[src/sv/sorted_table_insert_search_delete_defines.svh]
// Assertion helpers used by the sorted table RTL.
`ifndef SORTED_TABLE_INSERT_SEARCH_DELETE_DEFINES_SVH
`define SORTED_TABLE_INSERT_SEARCH_DELETE_DEFINES_SVH

// Same-cycle implication, sampled on clk, off during reset.
`define STSD_ASSERT_NOW(lbl, ante, cons, msg) \
	lbl: assert property (@(posedge clk) disable iff (!arst_n) (ante) |-> (cons)) \
		else $error(msg);

// Next-cycle implication, sampled on clk, off during reset.
`define STSD_ASSERT_NEXT(lbl, ante, cons, msg) \
	lbl: assert property (@(posedge clk) disable iff (!arst_n) (ante) |=> (cons)) \
		else $error(msg);

`endif

[src/sv/stsd_pkg.sv]
package stsd_pkg;

	localparam int DEPTH = 16;
	localparam int CNT_W = $clog2(DEPTH + 1);
	localparam int VAL_W = 32;
	localparam int OUT_W = 5;

	typedef enum logic [1:0] {
		CMD_INSERT = 2'd0,
		CMD_SEARCH = 2'd1,
		CMD_DELETE = 2'd2,
		CMD_NOP    = 2'd3
	} cmd_t;

	typedef enum logic [1:0] {
		ST_DONE    = 2'd0,
		ST_MISSING = 2'd1,
		ST_FULL    = 2'd2,
		ST_RSVD    = 2'd3
	} status_t;

	typedef enum logic {
		PH_IDLE,
		PH_APPLY
	} phase_t;

	// Shift commands broadcast to every cell in the apply cycle.
	typedef struct packed {
		logic ins;
		logic del;
	} cell_ctl_t;

endpackage

[src/sv/sorted_table_insert_search_delete.sv]
// Sorted table of up to DEPTH signed 32-bit values held in a row of cells, one
// value per cell, ascending from cell 0. A transaction has an accept cycle and
// an apply cycle: in the accept cycle every cell compares its value with the
// incoming one and latches less-than and equal flags; in the apply cycle the
// row shifts one place (right on insert, left on delete) and the result is
// registered. A new transaction is taken as soon as the apply cycle is done,
// even while the last result still waits; the apply cycle of the next one holds
// until the result register is free. A new value goes ahead of equal entries
// already held; search and delete act on the first equal entry.
`include "sorted_table_insert_search_delete_defines.svh"

module sorted_table_insert_search_delete
	import stsd_pkg::*;
(
	input  logic        clk,
	input  logic        arst_n,
	input  logic        s_tvalid,
	output logic        s_tready,
	input  logic [31:0] s_tdata,  // [31:0] value
	input  logic [1:0]  s_tuser,  // [1:0] command
	output logic        m_tvalid,
	input  logic        m_tready,
	output logic [15:0] m_tdata,  // [4:0] position, [9:5] entry_count
	output logic [1:0]  m_tuser   // [1:0] status
);

	phase_t                  phase_q, phase_d;
	cmd_t                    cmd_q;
	logic signed [VAL_W-1:0] key_q;
	logic [CNT_W-1:0]        count_q, count_d;
	logic                    m_tvalid_q;
	logic [15:0]             m_tdata_q;
	status_t                 m_tuser_q;

	logic                    accept;
	logic                    fire;
	logic                    full;
	logic                    found;
	logic [CNT_W-1:0]        pos_raw;
	logic [OUT_W-1:0]        pos_out;
	status_t                 status_d;
	cell_ctl_t               ctl;

	logic signed [VAL_W-1:0] entry_w [DEPTH];
	logic [DEPTH-1:0]        lt_w;
	logic [DEPTH-1:0]        eq_w;
	logic [DEPTH-1:0]        lt_left;
	logic [DEPTH-1:0]        occ;

	assign accept   = s_tvalid && s_tready;
	assign s_tready = (phase_q == PH_IDLE);
	assign fire     = (phase_q == PH_APPLY) && (!m_tvalid_q || m_tready);
	assign full     = (count_q == CNT_W'(DEPTH));
	assign found    = |eq_w;

	always_ff @(posedge clk or negedge arst_n) begin
		if (!arst_n) begin
			phase_q <= PH_IDLE;
		end else begin
			phase_q <= phase_d;
		end
	end

	always_comb begin
		phase_d = phase_q;
		unique case (phase_q)
			PH_IDLE: begin
				if (accept) phase_d = PH_APPLY;
			end
			PH_APPLY: begin
				if (fire) phase_d = PH_IDLE;
			end
			default: phase_d = PH_IDLE;
		endcase
	end

	always_ff @(posedge clk) begin
		if (accept) begin
			cmd_q <= cmd_t'(s_tuser);
			key_q <= $signed(s_tdata);
		end
	end

	assign ctl.ins = fire && (cmd_q == CMD_INSERT) && !full;
	assign ctl.del = fire && (cmd_q == CMD_DELETE) && found;

	genvar gi;
	generate
		for (gi = 0; gi < DEPTH; gi++) begin : g_cell
			logic signed [VAL_W-1:0] left_e;
			logic signed [VAL_W-1:0] right_e;

			if (gi == 0) begin : g_first
				assign lt_left[gi] = 1'b1;
				assign left_e      = key_q;
			end else begin : g_mid
				assign lt_left[gi] = lt_w[gi-1];
				assign left_e      = entry_w[gi-1];
			end
			if (gi == DEPTH - 1) begin : g_last
				assign right_e = entry_w[gi];
			end else begin : g_inner
				assign right_e = entry_w[gi+1];
			end

			assign occ[gi] = (CNT_W'(gi) < count_q);

			stsd_cell u_cell (
				.clk         (clk),
				.arst_n      (arst_n),
				.sample      (accept),
				.occ         (occ[gi]),
				.cmp_key     ($signed(s_tdata)),
				.ins_key     (key_q),
				.left_entry  (left_e),
				.right_entry (right_e),
				.left_lt     (lt_left[gi]),
				.ctl         (ctl),
				.entry       (entry_w[gi]),
				.lt          (lt_w[gi]),
				.eq          (eq_w[gi])
			);
		end
	endgenerate

	// Less-than flags form a prefix; the boundary cell is where it ends.
	always_comb begin
		pos_raw = '0;
		for (int i = 0; i < DEPTH; i++) begin
			if (lt_left[i] && !lt_w[i]) pos_raw = pos_raw | CNT_W'(i + 1);
		end
	end

	always_comb begin
		count_d  = count_q;
		status_d = ST_DONE;
		pos_out  = '0;
		case (cmd_q)
			CMD_INSERT: begin
				if (full) begin
					status_d = ST_FULL;
				end else begin
					count_d = count_q + CNT_W'(1);
					pos_out = OUT_W'(pos_raw);
				end
			end
			CMD_SEARCH: begin
				if (found) begin
					pos_out = OUT_W'(pos_raw);
				end else begin
					status_d = ST_MISSING;
				end
			end
			CMD_DELETE: begin
				if (found) begin
					count_d = count_q - CNT_W'(1);
				end else begin
					status_d = ST_MISSING;
				end
			end
			default: ;
		endcase
	end

	always_ff @(posedge clk or negedge arst_n) begin
		if (!arst_n) begin
			count_q    <= '0;
			m_tvalid_q <= 1'b0;
		end else begin
			if (fire) begin
				count_q    <= count_d;
				m_tvalid_q <= 1'b1;
			end else if (m_tready) begin
				m_tvalid_q <= 1'b0;
			end
		end
	end

	always_ff @(posedge clk) begin
		if (fire) begin
			m_tuser_q <= status_d;
			m_tdata_q <= {6'd0, OUT_W'(count_d), pos_out};
		end
	end

	assign m_tvalid = m_tvalid_q;
	assign m_tdata  = m_tdata_q;
	assign m_tuser  = m_tuser_q;

	`STSD_ASSERT_NOW(a_count_bound, 1'b1, count_q <= CNT_W'(DEPTH), "entry count above depth")
	`STSD_ASSERT_NEXT(a_accept_apply, accept, phase_q == PH_APPLY, "no apply after accept")
	`STSD_ASSERT_NEXT(a_count_hold, !fire, count_q == $past(count_q), "count moved outside apply")
	`STSD_ASSERT_NEXT(a_insert_grow, ctl.ins, count_q == $past(count_q) + CNT_W'(1),
		"insert did not grow table")
	`STSD_ASSERT_NOW(a_delete_hit, ctl.del, count_q != '0, "delete hit on empty table")

endmodule

[src/sv/stsd_cell.sv]
module stsd_cell
	import stsd_pkg::*;
(
	input  logic                    clk,
	input  logic                    arst_n,
	input  logic                    sample,
	input  logic                    occ,
	input  logic signed [VAL_W-1:0] cmp_key,
	input  logic signed [VAL_W-1:0] ins_key,
	input  logic signed [VAL_W-1:0] left_entry,
	input  logic signed [VAL_W-1:0] right_entry,
	input  logic                    left_lt,
	input  cell_ctl_t               ctl,
	output logic signed [VAL_W-1:0] entry,
	output logic                    lt,
	output logic                    eq
);

	logic signed [VAL_W-1:0] entry_q;
	logic                    lt_q;
	logic                    eq_q;

	always_ff @(posedge clk or negedge arst_n) begin
		if (!arst_n) begin
			lt_q <= 1'b0;
			eq_q <= 1'b0;
		end else if (sample) begin
			lt_q <= occ & (entry_q < cmp_key);
			eq_q <= occ & (entry_q == cmp_key);
		end
	end

	// Cells at or past the boundary move: right on insert, left on delete.
	always_ff @(posedge clk) begin
		if (ctl.ins && !lt_q) begin
			entry_q <= left_lt ? ins_key : left_entry;
		end else if (ctl.del && !lt_q) begin
			entry_q <= right_entry;
		end
	end

	assign entry = entry_q;
	assign lt    = lt_q;
	assign eq    = eq_q;

endmodule
[config.mk]
export PLATFORM = sky130hd
export DESIGN_NAME = sorted_table_insert_search_delete
export DESIGN_NICKNAME = d
export VERILOG_FILES = /design/src/sv/stsd_pkg.sv /design/src/sv/sorted_table_insert_search_delete.sv /design/src/sv/stsd_cell.sv
export VERILOG_INCLUDE_DIRS = /design/src /design/src/sv
export SDC_FILE = /design/constraint.sdc
export NUM_CORES = 2
export LEC_CHECK = 0
export BUFFER_PORTS_ARGS = -buffer_cell sky130_fd_sc_hd__buf_4
export CAP_MARGIN = 20
export CORE_AREA = 2 2 267 269
export CTS_BUF_LIST = sky130_fd_sc_hd__clkbuf_4 sky130_fd_sc_hd__clkbuf_8
export CTS_CLUSTER_DIAMETER = 120
export DETAILED_ROUTE_END_ITERATION = 12
export DIE_AREA = 0 0 269 271
export PLACE_DENSITY = 0.86
export SYNTH_ARGS = -nofsm -noshare
export SYNTH_HDL_FRONTEND = slang
export SYNTH_HIERARCHICAL = 1
export SYNTH_SLANG_ARGS = --single-unit
[constraint.sdc]
create_clock -name clk -period 13.1 [get_ports clk]
set_input_delay 0 -clock clk [delete_from_list [all_inputs] [get_ports clk]]
set_output_delay 0 -clock clk [all_outputs]
set_load 0.03 [all_outputs]
==> impl_summary.txt <==
----------------------------------------------------
[Outcome]
  Status ... finished, final reports clean

[Floorplan]
  Total core area ... 69800 um^2
  Floorplan die height ... between 200 and 300 um
  Width of the chip ... 269 um
  Site Rows ... 97
  IO Count ... 58
  Starting density of the core ... 61.7%
  Die area ... 72900 um^2

[Clocking]
  Clock Latency Late Sink ... 720 ps
  Gates resized, CTS repair ... 0
  Clock tree from TritonCTS ... yes
  Htree depth ... 3
  # clock sinks ... roughly 600
  Number of buffers created by CTS ... 106
  Clk buf depth ... 3
  Post CTS Setup Buffer Count ... 0
  Library cell used as clock root buffer ... clkbuf_8
  Hold Buf Count CTS ... 38
  Post-CTS clock slew at the launch and capture registers of the worst setup and hold paths ... roughly 60 ps

[Setup path]
  Endpoint class of the critical path ... register
  Kind of start point of the critical path ... register
  Worst path bufs/invs ... 2
  Critical Path AT ... around 4300 ps
  Crit Path Class ... reg2reg
  Number of cells on the critical path ... 9
  Data required time of the critical path ... 13490 ps
  Slack of the worst reg-to-reg path ... 9200 ps
  Slowest stage delay, CP ... 620 ps
  Highest fanout seen on the critical path ... 64
  Reg-to-Reg Start ... count_q[1]
  Critical path endpoint ... g_cell[5].u_cell/entry[12]
  Critical path launch point ... count_q[1]
  Cell type group with the largest total delay on the critical path ... simple AND/OR/NAND/NOR gates
  CP cell instances ... inv_1 > ha_1 > nor3b_4 > a21oi_1 > and2_1 > buf_4 > nand2b_2 > nand2_1 > o21ai_0
  Critical Path Slowest Stage Cell ... nand2b_2
  Reg-to-reg endpoint ... g_cell[5].u_cell/entry[12]
  Number of cells on the worst reg-to-reg path ... 9

[Logic synthesis]
  Post-synth EDFFs ... 558
  Flip-flop cell with the highest count after synthesis ... edfxtp_1
  Async set-reset flop share out of synthesis ... 6.53%
  Post-Syn Area per Cell ... 9.49 um^2
  Seq/Total Area, Yosys ... 41.2%
  Area of the mapped netlist ... 43100 um^2
  Number of cells produced by synthesis ... 4535
  Synth cell types ... 51
  Ys Warns ... 6
  Flip-flop and latch count after synthesis ... around 600

[Placement]
  HPWL after DPL ... ~84 mm
  Count of input and output buffers ... 51
  Placer congestion estimate ... 0.941
  Number of instances in the placed design ... approximately 5.4k

[Worst hold path]
  Class of the worst hold path ... in2reg
  Worst min-delay path startpoint ... s_tuser[1]

[Pwr]
  IR Drop Worst-Case VDD ... 0.108 mV
  Sum of internal, switching and leakage power ... 0.00589 W
  Power per unit of standard cell area ... around 130 nW/um^2
  Leakage component of the power ... 20.0 nW

[GRT]
  Number of global-route vias before repair ... 33.0k
  Global-route wire length before repair ... 176 mm
  Largest net degree at the start of global routing ... 65
  Combined global-route utilization of all metal layers ... 30.3%
  Grt ovf ... 0
  Initial antenna violation count ... 1

[Detailed routing]
  Wirelength, routed ... 113 mm
  Residual DRC ... 0
  Post-detailed-route via-to-cell ratio ... 6.12
  First DRT Iteration DRCs ... 3657
  Average routed wire per standard cell ... approximately 20 um
  Routed via count ... 34.2k
  Pre-Repair DR Iteration Count ... 6
  Antenna Violating Nets Remaining ... 0

[Flow run]
  MaxCap Viol Count ... 0

[Timing]
  Total of endpoints with negative setup slack in the final report ... 0
  Setup Total Neg Slack ... 0 ps
  Actual slew at the worst max-slew pin ... 1170 ps
  Final Hold Slack ... 58.0 ps
  RSZ-0062 raised after global routing ... no
  Max_slew headroom ... 22.0%
  Final hold violations ... 0
  Skew final ... 36.5 ps
  Final critical path time including I/O delays and setup ... 3900 ps
  Total count of max-transition violations in the final report ... 0
  Achievable frequency ... 0.256 GHz
  Period utilisation layout ... 29.8%

[Layout]
  Area growth from synthesis to final layout ... 8.55%
  Final Net Count ... 5126
  Total area of multi-input combinational cells ... 22500 um^2
  Number of antenna cells inserted ... 0
  Final instance count without filler cells ... roughly 5.6k
  Fraction of layout cells with a size suffix above 1 ... 8.21%
  Fill cell count ... approximately 5.2k
  Sequential Area ... 17800 um^2

----------------------------------------------------
==> synth_stat cells, drive strengths merged, types with 53 or more instances <==
cell type  number  area, um^2
nand2         734        2760
o21ai         631        3160
nand3          97         566
nor2           92         385
nor3           53         345
ha            519        6490
clkbuf        100         375
a21oi         244        1220
edfxtp        558       16800
buf            88         458
inv           560        2100
mux2i         512        5120
nand2b         67         427
==> cells by family (layout without fill, tap and decap cells) <==
group	after synthesis	in the layout	share of synthesized area, %
other	2	7	0.0174
XOR/XNOR	1	1	0.0203
AO/OA/AOI/OAI	1028	1028	12.7
AND/OR/NAND/NOR	1127	1127	12.2
flip-flops	597	597	41.2
buffers and inverters	749	861	6.83
multiplexers	512	512	11.9
adder cells (fa/ha/maj)	519	519	15.1
==> worst min path at each step <==
stage                                 endpoint  slack (ps)  cells after the start
final                                 cmd_q[1]          60                      2
after global routing                  cmd_q[1]          30                      2
after CTS                             cmd_q[1]          30                      2
after detailed placement              m_tvalid          60                      1
after global placement    g_cell[15].u_cell/eq          50                      1
after floorplan                     count_q[0]        -300                      0
==> cell usage in the layout, fill, tap and decap left out, types with 50 or more instances in the layout <==
cell type / n
buf_4: 66
mux2i_1: 512
a21oi_1: 244
edfxtp_1: 558
nor2_1: 60
o21ai_0: 599
inv_1: 560
a31oi_1: 50
clkbuf_8: 121
nand2b_1: 50
ha_1: 519
nand3_1: 81
nand2_1: 733
==> stage by stage <==
step                setup WS, ps  cell area [um^2]  utilization (%)
global placement            9500             44100             63.1
CTS                         9300             46600             66.8
finish                      9200             46700             67.0
floorplan                   8880             43100                -
global route                8910             46700             67.0
detailed placement          9330             44100             63.1
==> sequential cells by signal, summed over array words and instances (netlist names) <==
name	flops
cmd_q	2
count_q	5
g_cell.left_e	32
g_cell.u_cell/entry	512
g_cell.u_cell/eq	16
g_cell.u_cell/lt	16
m_tdata	10
m_tuser	2
m_tvalid	1
phase_q	1
==> power by group <==
group	switching (W)	leakage (nW)	internal [W]	total (W)
logic	0.000767	13.3	0.000641	0.00141
clock network	0.000804	1.15	0.000985	0.00179
registers	0.000400	5.60	0.00229	0.00269
==> per-layer routing <==
layer	share of wire [%]	GRT usage, %	up-vias
li1	-	-	16100
met1	42	41.8	16200
met2	46	48.4	1628
met3	8.9	4.49	273
met4	3.5	11.5	0
met5	0	0	-
==> area by class of cell <==
cell class                 count  share of cell area [%]
multi-input combinational   3194                    48.2
sequential                   597                    38.0
inverter                     561                    4.51
clock buffer                 167                    4.30
tap                          940                    2.52
timing repair buffer         109                    2.19
clock inverter                24                   0.278
Power figures use the tool's default switching activity.
